## src/hdl/tqcs_fifo.sv

```systemverilog
// ----------------------------------------------------------------------------
// tqcs_fifo
// Short queue between the classifying front and the vertex back end.
// ----------------------------------------------------------------------------
module tqcs_fifo #(
  parameter int WIDTH = 8,
  parameter int DEPTH = 2
) (
  input  logic             clk,
  input  logic             rst_n,
  input  logic             push,
  input  logic [WIDTH-1:0] din,
  input  logic             pop,
  output logic [WIDTH-1:0] dout,
  output logic             full,
  output logic             empty
);

  localparam int PW = (DEPTH > 1) ? $clog2(DEPTH) : 1;
  localparam int CW = $clog2(DEPTH + 1);

  logic [WIDTH-1:0] mem_r [DEPTH];
  logic [PW-1:0]    wp_r, rp_r;
  logic [CW-1:0]    cnt_r;

  assign full  = (cnt_r == CW'(DEPTH));
  assign empty = (cnt_r == '0);
  assign dout  = mem_r[rp_r];

  always_ff @(posedge clk) begin
    if (push) begin
      mem_r[wp_r] <= din;
    end
  end

  always_ff @(posedge clk) begin
    if (!rst_n) begin
      wp_r  <= '0;
      rp_r  <= '0;
      cnt_r <= '0;
    end else begin
      if (push) begin
        wp_r <= (wp_r == PW'(DEPTH - 1)) ? '0 : wp_r + 1'b1;
      end
      if (pop) begin
        rp_r <= (rp_r == PW'(DEPTH - 1)) ? '0 : rp_r + 1'b1;
      end
      cnt_r <= cnt_r + CW'(push) - CW'(pop);
    end
  end

endmodule

```

## config.mk

```make
export PLATFORM = sky130hd
export DESIGN_NAME = tqcs_fifo
export DESIGN_NICKNAME = d
export VERILOG_FILES = /design/src/hdl/tqcs_fifo.sv
export SDC_FILE = /design/constraint.sdc
export NUM_CORES = 1
export LEC_CHECK = 0
export ABC_AREA = 1
export BUFFER_PORTS_ARGS = -buffer_cell sky130_fd_sc_hd__buf_2
export CAP_MARGIN = 20
export CELL_PAD_IN_SITES_DETAIL_PLACEMENT = 0
export CELL_PAD_IN_SITES_GLOBAL_PLACEMENT = 1
export CORE_MARGIN = 8
export CORE_UTILIZATION = 40
export DETAILED_ROUTE_END_ITERATION = 8
export PLACE_DENSITY = 0.88
export SLEW_MARGIN = 20
export SYNTH_ARGS = -nofsm -noshare
export SYNTH_HDL_FRONTEND = slang
export SYNTH_SLANG_ARGS = --single-unit
```

## constraint.sdc

```tcl
create_clock -name clk -period 1.5 [get_ports clk]
set_input_delay 0 -clock clk [delete_from_list [all_inputs] [get_ports clk]]
set_output_delay 0 -clock clk [all_outputs]
set_load 0.005 [all_outputs]
```

# Yosys cells after proc, flatten, opt, wreduce, memory -nomap -nowiden
# Memories as Yosys holds them, arrays and structs flattened. A register that Yosys moved wholly into a read port is not among the register bits.
# Cells that the tools add are included.
# totals
reg_bits,4
latchBits,0
ram_bits,16
mem_bits_ro,0
elab_cells,16
mem_count,1
# memory_table
memory,depth,width,rd,rd_clocked_by_memory_dff,wr,line_no,text
mem_r,2,8,1,1,1,22,logic [WIDTH-1:0] mem_r [DEPTH];
# op_classes
n_addsub,4
multipliers,0
div,0
magnitude_cmp,0
n_eq_ne,1
shifts,0
muxes,6
bitwise_logic,0
n_reduce_logical,1
# ops
cell,n
1-bit two-way mux,6
1-bit adder (second input constant),2
2-bit by 1-bit adder with 2-bit output,1
2-bit == test (second input constant),1
2-bit zero test,1
2-bit by 1-bit subtractor with 2-bit output,1

# Logic depth before layout (Yosys ltp)
# Gate-level depths: netlist of run 1.
# depth
ltp_word,4
mapped_depth,7
depth_no_buf,7

# Least setup slack after synthesis of run 1
# Ideal clock, no wire load.
# synth_path
path_kind,reg2reg
start,reg cnt_r[0]
end,reg cnt_r[0]
setup_ps,109
t_arrival_ps,988
slack_ps,403
stages_incl_launch_ff,7
n_path_buf,0
synth_period_minus_slack_ps,1097
path_cell_list,dfxtp_1 -> inv_1 -> ha_1 -> inv_1 -> ha_1 -> nand2_1 -> inv_1
# synth_via
elab_chain_len,2
# synth_rtl
item,line_no,text
"start, declared",24,logic [CW-1:0] cnt_r;
"start signal, assigned",48,cnt_r <= cnt_r + CW'(push) - CW'(pop);
2-bit by 1-bit adder with 2-bit output,48,
2-bit by 1-bit subtractor with 2-bit output,48,
# Every way passes these cells.
# A chain may end at the register's enable or synchronous reset.

==> out/metrics.csv, run 1 <==
metric;value;unit
cp.required;1.50;ns
syn_nets;72;
synth_mux_area_share;14.35;%
endpoint_kind;output port;
gp_congestion;0.7051;
globalRoute.totalOverflow;0;
wire_per_inst;11.65;um
antenna_found_initial;0;
cts.htree.levels;1;
dieArea;0.003812;sq mm
die_w;61.75;um
cts.path.max_buffers;2;
synth_compound_area_share;0.5979;%
coreArea;0.001962;sq mm
skew;0.01241;ns
p_int;867.2;uW
root_buffer;clkbuf_4;
grt_pass1_wl;2428;um
synth_top_family_by_area;multiplexers;
row_count;16;
io_buffers;21;
ir_worst_vdd;0.5941;mV
power;1.122;mW
syn_area;837.1;sq um
sw_frac_of_total;22.71;%
clock-sinks;21;
yosysSeqAreaShare;69.36;%
max_slew_margin;66.52;%
postRouteAntennaNets;0;
numCtsBuffers;3;
fmax;713.6;MHz
period_share;93.43;%
io-pin-count;22;
synthCells;58;
synth-seq-cells;21;
setup-tns-final;0;ns
synthXorXnorAreaFrac;0;%
nets;109;
drt-pass1-iter-count;4;
cp-start-kind;register;
grt_usage;8.599;%
yosys.area_share.simple;8.221;%
grt_pass1_vias;594;
p_seq_share;61.3;%
rsz0062_at_grt;no;
area_delta_synth_final;32.59;%
yosysWarnings;0;
die_h;61.75;um
vias_per_cell;4.264;
drv_slew;0;
min_path_type;primary input to register;
min_period;1.401;ns
diodes;0;
cp_max_fo;8;
combPwrFrac;15.5;%
r2r_slack;0.33;ns
yosys.cell_types.count;10;
cts_tree;yes;
hold_violations;0;
clkTransAtPathRegs;0.12;ns
clock_latency;0.30;ns
grt_max_degree;13;
synth-adder-area-share;2.990;%
cap_violations;0;
p_sw;254.8;uW
dp_hpwl;1021;um
drt-total-wl;1410;um
drive_gt1_share;36.17;%
powerDensity;1011;mW/mm^2
cp.arrival;1.40;ns
drc;0;
status;finished clean;
avgSynthCellArea;14.43;sq um
crit_type;register to output port;
drtIter0Drc;12;
tightest_slew;0.5014;ns
setup_viol;0;
p_leak;0.4991;nW
num_vias;516;
clkPwrFrac;23.2;%
start_util;42.67;%
==> cells by family after synthesis <==
kind of cell | Yosys count
AO/OA/AOI/OAI | 1
adder cells (fa/ha/maj) | 2
buffers and inverters | 8
flip-flops | 21
multiplexers | 8
AND/OR/NAND/NOR | 18
==> flip-flops by register name, summed over array words and instances, names as in the netlist, named ones only <==
signal / flops
wp_r: 1
cnt_r: 2
mem_r: 16
rp_r: 1
==> cells in the mapped netlist, drive strengths merged <==
cell	instances	share of area, %
a21oi	1	0.60
buf	1	1.3
dfxtp	5	12
edfxtp	16	57
ha	2	3.0
inv	7	3.1
mux2	8	14
nand2	8	3.6
nand3	1	0.60
nor2	9	4.0
==> worst max-delay path, stage by stage, from the launching register on <==
cell and delay (ns):
dfxtp_1 0.65, mux2_4 0.34, buf_2 0.13
==> cell usage in the layout, fill, tap and decap left out, drive strengths merged <==
cell,count
dlygate4sd3,11
clkbuf,3
clkinv,1
buf,22
mux2,8
inv,7
nand3,1
dfxtp,5
edfxtp,16
ha,2
a21oi,1
nand2,8
nor2,9
==> final cells by class <==
type                       instances  area [sq um]
fill                             177         852.1
inverter                           7         26.28
tap                               27         33.78
clock inverter                     1         5.005
timing repair buffer              33         222.7
multi-input combinational         29         219.0
clock buffer                       3         22.52
sequential                        21         580.6
==> worst paths after layout <==
check / startpoint / endpoint / cells after the start
max: register / dout[3] / 2
max reg2reg: cnt_r[0] / cnt_r[1] / 6
min: din[3] / mem_r[1][3] / 2
min reg2reg: rp_r / rp_r / 2
==> layer usage <==
layer	global-route usage, %	up-vias	part of all wire, %
met4	1.948	0	0
met3	3.909	0	12
met2	16.25	22	49
met1	8.231	226	39
met5	0	-	0
li1	-	268	-
==> power groups by stage <==
stage | clock network [mW] | logic (mW) | registers [mW]
6_report | 0.260 | 0.174 | 0.688
5_1_grt | 0.291 | 0.199 | 0.693
4_1_cts | 0.263 | 0.177 | 0.689
3_5_place_dp | 0 | 0.154 | 0.702
3_3_place_gp | 0 | 0.148 | 0.700
2_1_floorplan | 0 | 0.101 | 0.691
==> through the flow <==
step | hold WS, ns | cells | setup WS, ns | instance area (sq um) | util, %
6_report | 0.4277 | 121 | 0.09859 | 1110 | 56.57
4_1_cts | 0.4230 | 121 | 0.06884 | 1110 | 56.57
3_5_place_dp | 0.1938 | 106 | 0.3370 | 972.2 | 49.55
3_3_place_gp | 0.1892 | 106 | 0.3847 | 972.2 | 49.55
5_1_grt | 0.4174 | 121 | 0.02378 | 1110 | 56.57
2_1_floorplan | 0.09345 | 58 | 0.4033 | 837.1 | -
==> repair_timing <==
item / 4_1_cts / 5_1_grt
resized for setup: 0 / 0
hold endpoints to repair: 21 / 0
hold buffers: 11 / 0
setup buffers: 0 / 0
Note: power is estimated with default switching activity, not from simulation.
==> inputs of run 2 (changes only) <==
--- a/config.mk
+++ b/config.mk
@@ -5,7 +5,7 @@
 export SDC_FILE = /design/constraint.sdc
 export NUM_CORES = 1
 export LEC_CHECK = 0
-export ABC_AREA = 1
+export ABC_AREA = 0
 export BUFFER_PORTS_ARGS = -buffer_cell sky130_fd_sc_hd__buf_2
 export CAP_MARGIN = 20
 export CELL_PAD_IN_SITES_DETAIL_PLACEMENT = 0
@@ -13,7 +13,7 @@
 export CORE_MARGIN = 8
 export CORE_UTILIZATION = 40
 export DETAILED_ROUTE_END_ITERATION = 8
-export PLACE_DENSITY = 0.88
+export PLACE_DENSITY = 0.87
 export SLEW_MARGIN = 20
 export SYNTH_ARGS = -nofsm -noshare
 export SYNTH_HDL_FRONTEND = slang
==> run 2 against run 1 <==
Register-to-register slack worse by 0.20 ns. Routed wire length fell by 7.1%. Via count is 9.5% lower. Power rose by 0.74%. Combinational power grew 6%. Largest cell class unchanged. Global-route usage down 0.93 points. Final cell count decreased by 12%. Maximum frequency is 2.6% higher.
==> out/metrics.csv, run 2 <==
metric;value;unit
cts.htree.levels;1;
cts.path.max_buffers;2;
p_leak;0.4288;nW
rsz0062_at_grt;no;
dp.cells;94;
drive_gt1_share;42.50;%
cts_tree;yes;
status;finished clean;
synthCells;46;
drc;0;
largestRegisters;mem_r (16), cnt_r (2);
io_buffers;21;
grt_pass1_vias;453;
tightest_slew;0.3909;ns
cap_violations;0;
clkTransAtPathRegs;0.10;ns
cp_max_fo;3;
cp-start-kind;register;
endpoint_kind;register;
coreArea;0.001922;sq mm
syn_area;800.8;sq um
synth_area_leader_cell;edfxtp_1;
powerDensity;1067;mW/mm^2
largest_register_ffs;16;
yosysSeqAreaShare;72.50;%
diodes;0;
max_slew_margin;73.94;%
fmax;732.0;MHz
power;1.130;mW
drtIter0Drc;8;
io-pin-count;22;
area_delta_synth_final;32.34;%
antenna_found_initial;0;
yosysWarnings;0;
yosys.cell_types.count;12;
synth_most_common_cell;edfxtp_1;
clock_latency;0.29;ns
critical_path.cell_chain;inv_1, ha_1, inv_1, ha_1, xnor3_1, nor2b_1;
synth_flop_cell;edfxtp_1;
dieArea;0.003689;sq mm
grt_max_degree;12;
final_cell_mix;buf_2, edfxtp_1, dlygate4sd3_1;
drt-total-wl;1310;um
num_vias;467;
die_w;60.74;um
largest_register;mem_r;
cp.required;1.73;ns
root_buffer;clkbuf_4;
ys_async_sr_fraction;0;%
row_count;16;
die_h;60.74;um
ir_worst_vdd;0.6369;mV
clock-sinks;21;
stdcell_count;107;
grt_pass1_wl;1987;um
synth_top_area_share;60.00;%
avgSynthCellArea;17.41;sq um
numCtsBuffers;3;
min_path_type;primary input to register;
post_cts_buffers;0;
dp_hpwl;945.4;um
setup_viol;0;
final_common_cell;buf_2;
gp_congestion;0.6440;
critPathSlowestCell;xnor3_1;
fin_util;55.14;%
nFillCells;180;
min_period;1.366;ns
start_util;41.67;%
synthTopCellsByCount;edfxtp_1, mux2_2, dfxtp_1, and2_1, nor2b_1;
hold_violations;0;
drt-pass1-iter-count;2;
setup-tns-final;0;ns
nets;95;
vias_per_cell;4.364;
yosys-top-cells-area;edfxtp_1, dfxtp_1, mux2_2;
drv_slew;0;
grt_usage;7.672;%
path_delay_family;adder cells;
cp.arrival;1.60;ns
wire_per_inst;12.24;um
period_share;91.07;%
synth_edf_count;16;
syn_nets;60;
synth-seq-cells;21;
slowest_delay;0.37;ns
crit_type;register to register;
globalRoute.totalOverflow;0;
postRouteAntennaNets;0;
skew;0.002854;ns
timing.critical_path.buf_inv;2;
-- run 2: cell types whose count changed in the layout (fill, tap and decap cells not counted), moves of 2 or more --
cell           delta
mux2_2            +8
mux2_4            -8
nand2_1           -8
nor2_1            -8
inv_1             -5
and2_1            +4
nor2b_1           +4
dlygate4sd3_1     -2
-- run 2: repair_timing --
item | in CTS | in global routing
gates resized for setup | 0 | 1
endpoints found under the setup margin | 0 | 1
hold endpoints to repair | 21 | 0
hold buffers | 9 | 0
-- run 2: routing by layer --
layer	GRT usage [%]	up-vias	part of all wire, %
met2	11.46	18	46
met4	4.983	0	2.4
met3	3.814	4	9.5
met1	8.438	213	42
met5	0	-	0
li1	-	232	-
-- run 2: path summary, 6_finish.rpt --
| path | from | end | slack [ns] | cells past startpoint |
|---|---|---|---|---|
| max | cnt_r[0] | cnt_r[1] | 0.13 | 6 |
| max reg2reg | cnt_r[0] | cnt_r[1] | 0.13 | 6 |
| min | pop | rp_r | 0.06 | 3 |
| min reg2reg | rp_r | rp_r | 0.59 | 2 |
-- run 2: cell families (layout without fill, tap and decap cells) --
group | after synthesis | after routing | synth area share (%)
AOI/OAI and AO/OA | 1 | 1 | 0.9378
buffers and inverters | 3 | 37 | 1.562
muxes | 8 | 8 | 11.25
DFF | 21 | 21 | 72.50
adders and majority gates | 2 | 2 | 3.125
xor gates and xnor gates | 2 | 2 | 3.906
and+or+nand+nor | 9 | 9 | 6.717
-- run 2: layout make-up --
cell class	count	area, sq um	area share (%)
sequential	21	581.8	54.90
multi-input combinational	22	207.7	19.60
timing repair buffer	31	202.7	19.13
tap	27	33.78	3.188
clock buffer	4	26.28	2.479
inverter	2	7.507	0.7084
-- run 2: power breakdown --
part | internal, mW | switching (mW) | total, mW | leakage, nW
Clock | 0.103 | 0.147 | 0.251 | 0.0150
Sequential | 0.670 | 0.0247 | 0.695 | 0.192
Combinational | 0.118 | 0.0665 | 0.185 | 0.222
-- run 2: stage by stage --
| stage | setup WS (ns) | instance area [sq um] | hold slack [ns] |
|---|---|---|---|
| final | 0.1340 | 1060 | 0.05563 |
| after detailed placement | 0.1080 | 942.2 | 0.1940 |
| after floorplan | 0.1897 | 800.8 | 0.09887 |
| after global routing | 0.02688 | 1060 | 0.05436 |
| after global placement | 0.1766 | 942.2 | 0.1889 |
| after CTS | 0.09002 | 1059 | 0.04467 |
-- run 2: tightest hold or removal path, stage by stage --
cell    delay (ns)
buf_2         0.10
xor2_1        0.06
and2_1        0.14
