## config.mk

```make
export PLATFORM = sky130hd
export DESIGN_NAME = tqcs_front
export DESIGN_NICKNAME = d
export VERILOG_FILES = /design/src/hdl/tqcs_pkg.sv /design/src/hdl/tqcs_front.sv
export SDC_FILE = /design/constraint.sdc
export NUM_CORES = 1
export LEC_CHECK = 0
export BUFFER_PORTS_ARGS = -buffer_cell sky130_fd_sc_hd__buf_2
export CORE_AREA = 2 2 284 286
export DETAILED_ROUTE_END_ITERATION = 16
export DIE_AREA = 0 0 286 288
export PLACE_DENSITY_LB_ADDON = 0.05
export SETUP_SLACK_MARGIN = 0.15
export SYNTH_ARGS = -nofsm -noshare
export SYNTH_HDL_FRONTEND = slang
export SYNTH_SLANG_ARGS = --single-unit
```

## constraint.sdc

```tcl
create_clock -name vclk -period 7.86
set_input_delay 1.572 -clock vclk [all_inputs]
set_output_delay 1.572 -clock vclk [all_outputs]
set_load 0.05 [all_outputs]
```

## src/hdl/tqcs_pkg.sv

```systemverilog
// ----------------------------------------------------------------------------
// tqcs_pkg
// Shared types, constants and the vertex table of the quad setup unit.
// ----------------------------------------------------------------------------
package tqcs_pkg;

  localparam int COORD_FRAC_BITS_DEF = 4;
  localparam int VERTS_PER_QUAD      = 6;
  localparam int QUEUE_DEPTH         = 2;
  localparam int CFG_IDX_W           = 3;
  localparam int CFG_DATA_W          = 17;

  localparam logic [CFG_IDX_W-1:0] REG_CLIP_ENABLE   = 3'd0;
  localparam logic [CFG_IDX_W-1:0] REG_CLIP_LEFT     = 3'd1;
  localparam logic [CFG_IDX_W-1:0] REG_CLIP_TOP      = 3'd2;
  localparam logic [CFG_IDX_W-1:0] REG_CLIP_RIGHT    = 3'd3;
  localparam logic [CFG_IDX_W-1:0] REG_CLIP_BOTTOM   = 3'd4;
  localparam logic [CFG_IDX_W-1:0] REG_TEXEL_SCALE_X = 3'd5;
  localparam logic [CFG_IDX_W-1:0] REG_TEXEL_SCALE_Y = 3'd6;
  localparam logic [CFG_IDX_W-1:0] REG_SPLIT_MODE    = 3'd7;

  localparam logic signed [19:0] TEX_MIN = -20'sd524288;
  localparam logic signed [19:0] TEX_MAX = 20'sd524287;

  localparam logic [1:0] COL_TL = 2'd0;
  localparam logic [1:0] COL_TR = 2'd1;
  localparam logic [1:0] COL_BL = 2'd2;
  localparam logic [1:0] COL_BR = 2'd3;

  typedef struct packed {
    logic        clip_enable;
    logic [15:0] clip_left;
    logic [15:0] clip_top;
    logic [15:0] clip_right;
    logic [15:0] clip_bottom;
    logic [16:0] texel_scale_x;
    logic [16:0] texel_scale_y;
    logic        split_mode;
  } cfg_t;

  // Lanes: 0 left, 1 right, 2 top, 3 bottom. Axis 0 is x, axis 1 is y.
  typedef struct packed {
    logic [3:0][16:0] num;
    logic [1:0][16:0] sext;
    logic [1:0][15:0] dext;
    logic [3:0][15:0] src;
    logic [1:0][12:0] px;
    logic [1:0][12:0] py;
    logic [3:0][31:0] col;
  } qent_t;

  typedef struct packed {
    logic       xs;
    logic       ys;
    logic [1:0] csel;
  } vsel_t;

  function automatic vsel_t vertex_sel(input logic [2:0] idx, input logic split);
    vsel_t v;
    v = '0;
    case (idx)
      3'd0: v = '{xs: 1'b0, ys: 1'b0, csel: COL_TL};
      3'd1: v = '{xs: 1'b0, ys: 1'b1, csel: COL_BL};
      3'd2: v = '{xs: 1'b1, ys: ~split, csel: COL_BR};
      3'd3: v = '{xs: 1'b1, ys: 1'b0, csel: COL_TR};
      3'd4: v = '{xs: 1'b0, ys: split, csel: COL_TL};
      3'd5: v = '{xs: 1'b1, ys: 1'b1, csel: COL_BR};
      default: v = '0;
    endcase
    return v;
  endfunction

endpackage

```

## src/hdl/tqcs_front.sv

```systemverilog
// ----------------------------------------------------------------------------
// tqcs_front
// Clips the destination, drops empty quads and prepares a queue entry.
// ----------------------------------------------------------------------------
module tqcs_front #(
  parameter int COORD_FRAC_BITS = tqcs_pkg::COORD_FRAC_BITS_DEF
) (
  input  tqcs_pkg::cfg_t  cfg,
  input  logic            take,
  input  logic [15:0]     dest_left,
  input  logic [15:0]     dest_top,
  input  logic [15:0]     dest_right,
  input  logic [15:0]     dest_bottom,
  input  logic [15:0]     src_left,
  input  logic [15:0]     src_top,
  input  logic [15:0]     src_right,
  input  logic [15:0]     src_bottom,
  input  logic [31:0]     colour_top_left,
  input  logic [31:0]     colour_top_right,
  input  logic [31:0]     colour_bottom_left,
  input  logic [31:0]     colour_bottom_right,
  output logic            push,
  output tqcs_pkg::qent_t entry
);

  localparam logic signed [16:0] HALF =
    (COORD_FRAC_BITS > 0) ? 17'sd1 <<< (COORD_FRAC_BITS - 1) : 17'sd0;
  localparam logic signed [16:0] POS_MIN = -17'sd4096;
  localparam logic signed [16:0] POS_MAX = 17'sd4095;

  function automatic logic [12:0] to_pixel(input logic signed [15:0] f);
    logic signed [16:0] s;
    s = ($signed({f[15], f}) + HALF) >>> COORD_FRAC_BITS;
    if (s < POS_MIN) s = POS_MIN;
    if (s > POS_MAX) s = POS_MAX;
    return s[12:0];
  endfunction

  logic signed [15:0] dl, dt, dr, db, fl, ft, fr, fb;

  always_comb begin
    dl = $signed(dest_left);
    dt = $signed(dest_top);
    dr = $signed(dest_right);
    db = $signed(dest_bottom);
    fl = dl;
    ft = dt;
    fr = dr;
    fb = db;
    if (cfg.clip_enable) begin
      if ($signed(cfg.clip_left) > dl) fl = $signed(cfg.clip_left);
      if ($signed(cfg.clip_top) > dt) ft = $signed(cfg.clip_top);
      if ($signed(cfg.clip_right) < dr) fr = $signed(cfg.clip_right);
      if ($signed(cfg.clip_bottom) < db) fb = $signed(cfg.clip_bottom);
    end
  end

  assign push = take && (fr > fl) && (fb > ft);

  always_comb begin
    entry = '0;
    entry.num[0]  = 17'($signed({fl[15], fl}) - $signed({dl[15], dl}));
    entry.num[1]  = 17'($signed({fr[15], fr}) - $signed({dr[15], dr}));
    entry.num[2]  = 17'($signed({ft[15], ft}) - $signed({dt[15], dt}));
    entry.num[3]  = 17'($signed({fb[15], fb}) - $signed({db[15], db}));
    entry.sext[0] = 17'($signed({src_right[15], src_right}) -
                        $signed({src_left[15], src_left}));
    entry.sext[1] = 17'($signed({src_bottom[15], src_bottom}) -
                        $signed({src_top[15], src_top}));
    entry.dext[0] = 16'(dest_right - dest_left);
    entry.dext[1] = 16'(dest_bottom - dest_top);
    entry.src[0]  = src_left;
    entry.src[1]  = src_right;
    entry.src[2]  = src_top;
    entry.src[3]  = src_bottom;
    entry.px[0]   = to_pixel(fl);
    entry.px[1]   = to_pixel(fr);
    entry.py[0]   = to_pixel(ft);
    entry.py[1]   = to_pixel(fb);
    entry.col[tqcs_pkg::COL_TL] = colour_top_left;
    entry.col[tqcs_pkg::COL_TR] = colour_top_right;
    entry.col[tqcs_pkg::COL_BL] = colour_bottom_left;
    entry.col[tqcs_pkg::COL_BR] = colour_bottom_right;
  end

endmodule

```

# == After elaboration in Yosys (flattened, before gate mapping) ==
# Cells that the tools add are included.
# word_totals
register_bits,0
elab_cells,44
# classes
n_addsub,12
n_lt_le_gt_ge,14
mux,16
n_reduce_logical,2
# op_table
op,n
$mux 16,8
$sub 16x16->17,6
$add 16x5->17 const B,4
$gt 17x13->1 const B,4
$mux 17,4
$gt 16x16->1,4
$lt 13x13->1 const B,4
$mux 13,4
$lt 16x16->1,2
$sub 16x16->16,2
$logic_and 1x1->1,2

# == Depth between registers and ports, before layout ==
# Gate-level depths: netlist (run 1).
# logic_depth
ltp_word,8
mapped_depth,25

# == Least setup slack after synthesis (run 1) ==
# OpenSTA, ideal clock, no wires.
# synth_timing
path_kind,input-to-output
from,input dest_top[11]
to,output entry[358] (netlist bit)
t_arrival_ps,7131
t_required_ps,6288
slack_ps,-843
cell_stages,25
n_path_buf,2
path_cell_list,inv_1 -> ha_1 -> nand4_1 -> or4_4 -> a31oi_2 -> o21bai_1 -> o211ai_2 -> buf_6 -> clkbuf_1 -> nor2_1 -> a21o_1 -> inv_1 -> ha_1 -> inv_1 -> fa_1 -> a21o_1 -> a21oi_1 -> o21bai_1 -> a21oi_1 -> nor2b_1 -> o21a_1 -> o31a_1 -> o41ai_1 -> o21ai_0 -> a211oi_1
# synth_lines
element,line_no,rtl
start: declaration,tqcs_front.sv:11,"input logic [15:0] dest_top,"
end: declaration,tqcs_front.sv:23,output tqcs_pkg::qent_t entry

# == Final worst setup path (run 1) ==
# layout_timing
from,input dest_top[8]
to,output push
# layout_via
elab_chain_len,5
# layout_lines
element,line_no,rtl
$gt 16x16->1,tqcs_front.sv:52,if ($signed(cfg.clip_top) > dt) ft = $signed(cfg.clip_top);
$mux 16,tqcs_front.sv:52,
$mux 16 *,tqcs_front.sv:50,if (cfg.clip_enable) begin
$gt 16x16->1 *,tqcs_front.sv:58,assign push = take && (fr > fl) && (fb > ft);
$logic_and 1x1->1 *,tqcs_front.sv:58,
end: declaration,tqcs_front.sv:22,"output logic push,"
# Mark *: on every way between the ends. The rest lies on a longest branch, timed or not.

==> results.md, run 1 <==
- Critical path arrival: 6040 ps
- Drt pass-1 iters: 4
- Rel. slew slack: 60.35%
- Die height: 288 µm
- Post-synthesis sequential area ratio: 0%
- First-pass GRT wire length: 77,690 µm
- Hold Fails Final Rpt: 0
- Worst slew pin tran: 579.7 ps
- Initial antenna violation count: 24
- Final setup margin: 245.8 ps
- Worst Path Required: 6290 ps
- Post-route DRC: 0
- Fin crit share: 96.87%
- Top cells by area, synth: ha_1, buf_4, xnor2_1
- Min Hold Slack: 3144 ps
- Initial Utilization: 13.99%
- Vias per std cell: 3.879
- Leakage: 0.008603 µW
- Detail Route Antenna Nets: 0
- Critical path class: primary input to output port
- Filler cells: 9,173
- Crit Path Max Fanout: 12
- Most used cell along the critical path: buf_8
- Port Buffer Count: 445
- Multi-input gate area: 0.009619 mm²
- Total power: 2610 µW
- Final wirelength: 54,440 µm
- Vias in the first global route: 12,840
- Syn_nets: 2,163
- Status: complete, no violations
- Setup-failing EPs final: 0
- Post-Syn Area: 0.01114 mm²
- Pwr dens: 155.1 mW/mm²
- Worst vdd ir: 0.06045 mV
- Critical path's largest stage delay: 580 ps
- Drt first-iter violations: 312
- Hold Path Class: primary input to output port
- Mean Syn Cell Area: 7.049 µm²
- Hold Buf Count CTS: 0
- MaxCap Viol Count: 0
- Crit path cell chain: buf_8 -> inv_6 -> ha_4 -> nand4_1 -> or4_4 -> a31oi_4 -> nand4bb_4 -> o211ai_4 -> buf_8 -> buf_8 -> mux2i_1 -> buf_4 -> ha_1 -> a21o_1 -> a21o_1 -> a21oi_1 -> o221ai_1 -> o211ai_1 -> maj3_2 -> maj3_2 -> o211a_4 -> nor4b_4 -> buf_12
- Minimum clock period: 7614 ps
- Place WS: -507.7 ps
- Via count: 12,320
- Nature of the critical path startpoint: primary input
- DP Cell Count: 3,143
- Dominant cell type by area after synthesis: ha_1
- Share of cells above drive strength 1: 42.67%
- GRT overflow: 0
- Yosys top cell area share: 24.49%
- Nets@finish: 2,694
- Fin cells: 3,175
- CORE AREA: 0.07964 mm²
- Register Area: 0 µm²
- Cell count after synthesis: 1,580
- Area Overhead vs Synth: 51.06%
- Clkbuf count: 0
- Die area: 0.08237 mm²
- Row count: 104
- Distinct cells, synth: 81
- Per-cell routed wire length: 17.15 µm
- Ports: 736
- HPWL Detailed: 50,720 µm
- Max Freq: 131.3 MHz
- Pin count of the biggest net entering global routing: 25
- DIE WIDTH: 286 µm
- Ys Warns: 0
- Seq_cells: 0
- RSZ-0062 raised after global routing: yes
- CP endpoint kind: output port
- GP Congestion: 0.7786
- Crit-path slowest cell: or4_4
- Slew Viols, Final: 0
- Total GRT Usage: 12.42%
## cell families after synthesis
| family | count (synthesis) | share of synthesized area, % |
|---|---|---|
| buffers and inverters | 425 | 21.00 |
| XOR/XNOR | 128 | 10.07 |
| AND/OR/NAND/NOR | 430 | 19.19 |
| multiplexers | 57 | 5.493 |
| AO/OA/AOI/OAI | 311 | 18.03 |
| adder cells (fa/ha/maj) | 229 | 26.23 |
## final timing paths
path	cells past startpoint	start	slack, ps	endpoint
max	23	dest_top[8]	250	push
min	0	colour_bottom_right[27]	3140	entry[123]
## cell usage in the layout, fill, tap and decap left out, types with 9 or more instances in the layout
| master | n |
|---|---|
| mux2_2 | 13 |
| ha_4 | 19 |
| mux2i_1 | 31 |
| buf_4 | 284 |
| inv_1 | 200 |
| nand2_1 | 100 |
| a21oi_2 | 13 |
| xnor2_1 | 94 |
| a21boi_0 | 15 |
| buf_2 | 394 |
| inv_2 | 11 |
| ha_1 | 194 |
| and3_1 | 19 |
| buf_12 | 28 |
| xor2_1 | 27 |
| nor2b_1 | 29 |
| nand3_1 | 44 |
| buf_6 | 20 |
| nand4_1 | 12 |
| nor3_1 | 44 |
| o21ai_2 | 10 |
| a21o_1 | 28 |
| nor2_1 | 103 |
| and2_1 | 9 |
| o21ai_0 | 61 |
| o21a_1 | 17 |
| nand2b_1 | 10 |
| a21oi_1 | 65 |
| or3_1 | 12 |
## repair_timing
action	CTS	global route
pin swaps	38	51
endpoints found under the setup margin	27	23
resized for setup	92	121
buffers inserted	16	10
## synthesized netlist by cell type, types with 11 or more instances
| cell | number |
|---|---|
| nor2_1 | 106 |
| a21o_1 | 28 |
| o21ai_0 | 77 |
| and3_1 | 19 |
| nand3_1 | 45 |
| inv_1 | 217 |
| a21boi_0 | 19 |
| xnor2_1 | 101 |
| a21oi_1 | 79 |
| nand2b_1 | 11 |
| o21a_1 | 18 |
| mux2i_1 | 38 |
| xor2_1 | 27 |
| nand2_1 | 102 |
| nand4_1 | 12 |
| or3_1 | 12 |
| nor2b_1 | 29 |
| nor3_1 | 48 |
| mux2_2 | 16 |
| ha_1 | 218 |
| buf_4 | 193 |
## per-layer routing
| layer | share of wire [%] | track usage (%) | vias to the layer above |
|---|---|---|---|
| met1 | 40 | 14.46 | 5593 |
| met2 | 49 | 22.32 | 303 |
| li1 | - | - | 6331 |
| met5 | 0.35 | 0 | - |
| met3 | 9.4 | 4.635 | 56 |
| met4 | 1.0 | 1.021 | 32 |
## cell type report
class                      instances  share of cell area [%]
multi-input combinational       1155                   57.17
timing repair buffer             734                   29.78
tap                             1060                   7.883
inverter                         220                   5.079
antenna                            6                 0.08924
## critical path, delay by kind of cell
family	cells	cell delay, ps
AO/OA/AOI/OAI	8	1170
adder cells (fa/ha/maj)	4	1180
AND/OR/NAND/NOR	4	1200
multiplexers	1	120
buffers and inverters	6	790
## stage by stage
stage / area [µm²] / TNS (ps) / utilization (%)
2_1_floorplan: 11290 / 0 / -
3_3_place_gp: 15710 / -3860 / 19.73
3_5_place_dp: 15710 / -3784 / 19.73
4_1_cts: 16200 / 0 / 20.34
5_1_grt: 16810 / -7.933 / 21.11
6_report: 16820 / 0 / 21.13
## where the power goes
part	switching [µW]	leakage, µW	internal, µW	total, µW
Sequential	0	0	0	0
Clock	0	0.0000000380	0.000102	0.000102
Combinational	1660	0.00860	948	2610
No activity file was read; power rests on OpenSTA's default activity.
==> run 2: changes to the inputs <==
==> constraint.sdc (replaced) <==
create_clock -name vclk -period 7.86
set_input_delay 0 -clock vclk [all_inputs]
set_output_delay 0 -clock vclk [all_outputs]
set_load 0.05 [all_outputs]
==> results.md, run 2 (synthesis results as in run 1) <==
- Leakage: 0.006886 µW (was 0.008603 µW)
- Drt pass-1 iters: 5 (was 4)
- Area Overhead vs Synth: 18.72% (was 51.06%)
- Pin count of the biggest net entering global routing: 25 (unchanged)
- Via count: 11,270 (was 12,320)
- Share of cells above drive strength 1: 27.14% (was 42.67%)
- Hold Buf Count CTS: 0 (unchanged)
- Fin crit share: 73.95% (was 96.87%)
- Top Layer Used: met5 (unchanged)
- HPWL Detailed: 47,460 µm (was 50,720 µm)
- Seq_cells: 0 (unchanged)
- Total power: 2100 µW (was 2610 µW)
- CORE AREA: 0.07964 mm² (unchanged)
- Worst vdd ir: 0.09084 mV (was 0.06045 mV)
- Worst Path Required: 7860 ps (was 6290 ps)
- Final wirelength: 50,650 µm (was 54,440 µm)
- Drt first-iter violations: 418 (was 312)
- First-pass GRT wire length: 72,350 µm (was 77,690 µm)
- Rel. slew slack: 50.01% (was 60.35%)
- Die height: 288 µm (unchanged)
- Nets@finish: 2,409 (was 2,694)
- Hold path startpoint: colour_top_right[13] (was colour_bottom_right[27])
- Post-CTS Resized: 0 (was 92)
- Met3 wire len: 4949 µm (was 5134 µm)
- Setup TNS: 0 ps (unchanged)
- Setup-failing EPs final: 0 (unchanged)
- Vias in the first global route: 11,480 (was 12,840)
- Minimum clock period: 5812 ps (was 7614 ps)
- Worst slew pin tran: 728.9 ps (was 579.7 ps)
- GP Congestion: 0.7737 (was 0.7786)
- DIE WIDTH: 286 µm (unchanged)
- GRT overflow: 0 (unchanged)
- Detail Route Antenna Nets: 0 (unchanged)
- Hold Fails Final Rpt: 0 (unchanged)
- Per-cell routed wire length: 17.53 µm (was 17.15 µm)
- Commonest non-fill, non-tap cells in the layout: buf_2, ha_1, inv_1 (was buf_2, buf_4, inv_1)
- Register Area: 0 µm² (unchanged)
- Port Buffer Count: 445 (unchanged)
- Clkbuf count: 0 (unchanged)
- Post-route DRC: 0 (unchanged)
- Postcts setup bufs: 0 (was 16)
- Status: complete, no violations (unchanged)
- Crit. Startpoint: dest_right[15] (was dest_top[8])
- Met2 routed WL: 24,750 µm (was 26,530 µm)
- WL met1: 20,260 µm (was 22,010 µm)
- Critical path arrival: 5810 ps (was 6040 ps)
- Crit Path Max Fanout: 19 (was 12)
- Critical path class: primary input to output port (unchanged)
- Hold Path Class: primary input to output port (unchanged)
- RSZ-0062 raised after global routing: no (was yes)
- Ports: 736 (unchanged)
- Die area: 0.08237 mm² (unchanged)
- Vias per std cell: 3.900 (was 3.879)
- Leading cell type in the layout, fill and taps excluded: buf_2 (unchanged)
- Nature of the critical path startpoint: primary input (unchanged)
- Initial antenna violation count: 27 (was 24)
- Slew Viols, Final: 0 (unchanged)
- Max Freq: 172.1 MHz (was 131.3 MHz)
- Row count: 104 (unchanged)
- Hold Crit Depth: 0 (unchanged)
- Total GRT Usage: 11.52% (was 12.42%)
- Pwr dens: 158.8 mW/mm² (was 155.1 mW/mm²)
- CP endpoint kind: output port (unchanged)
- MaxCap Viol Count: 0 (unchanged)
- Initial Utilization: 13.99% (unchanged)
## run 2: routing by layer
metal / vias to the layer above / global-route usage (%)
met3: 64 / 4.754
li1: 5754 / -
met5: - / 0
met1: 5085 / 13.04
met4: 40 / 0.7592
met2: 325 / 20.93
## run 2: final timing paths
path / end / slack, ps
worst max-delay path: entry[341] / 2050
worst min-delay path: entry[45] / 0.02
## run 2: area by class of cell
type / instances / area [µm²]
fillers: 9292 / 66410
multi-input cells: 1155 / 8800
repair buffers: 449 / 2257
well taps: 1060 / 1326
inverters: 220 / 827.0
diodes: 5 / 12.51
## run 2: where the power goes
part	internal (µW)	total, µW	switching [µW]
clock network	0.0000853	0.0000854	0
registers	0	0	0
logic	569	2100	1530
total	569	2100	1530
## run 2: critical path: stages
cell and delay, ps:
buf_2 150, inv_1 80, ha_1 410, nand4_2 170, nor3_2 290, or4b_4 530, nand4_1 130, nand3_2 500
mux2i_1 440, ha_1 240, inv_1 60, fa_1 400, a21o_1 180, a21oi_1 210, o21ai_0 110, a21oi_1 220
o21bai_1 90, a21oi_1 310, o21ai_0 270, o211a_1 310, o21ai_0 220, o31a_1 180, buf_2 290
## run 2: through the flow
step	util, %	instance area (µm²)	cells	worst slack, ps	hold slack, ps
3_5_place_dp	16.59	13210	2884	1884	0.3409
3_3_place_gp	16.59	13210	2884	1869	0.3409
6_report	16.60	13220	2889	2048	0.01931
5_1_grt	16.59	13220	2886	1493	0.07182
2_1_floorplan	-	11140	1580	2301	167.1
4_1_cts	16.59	13210	2884	1881	0.3409
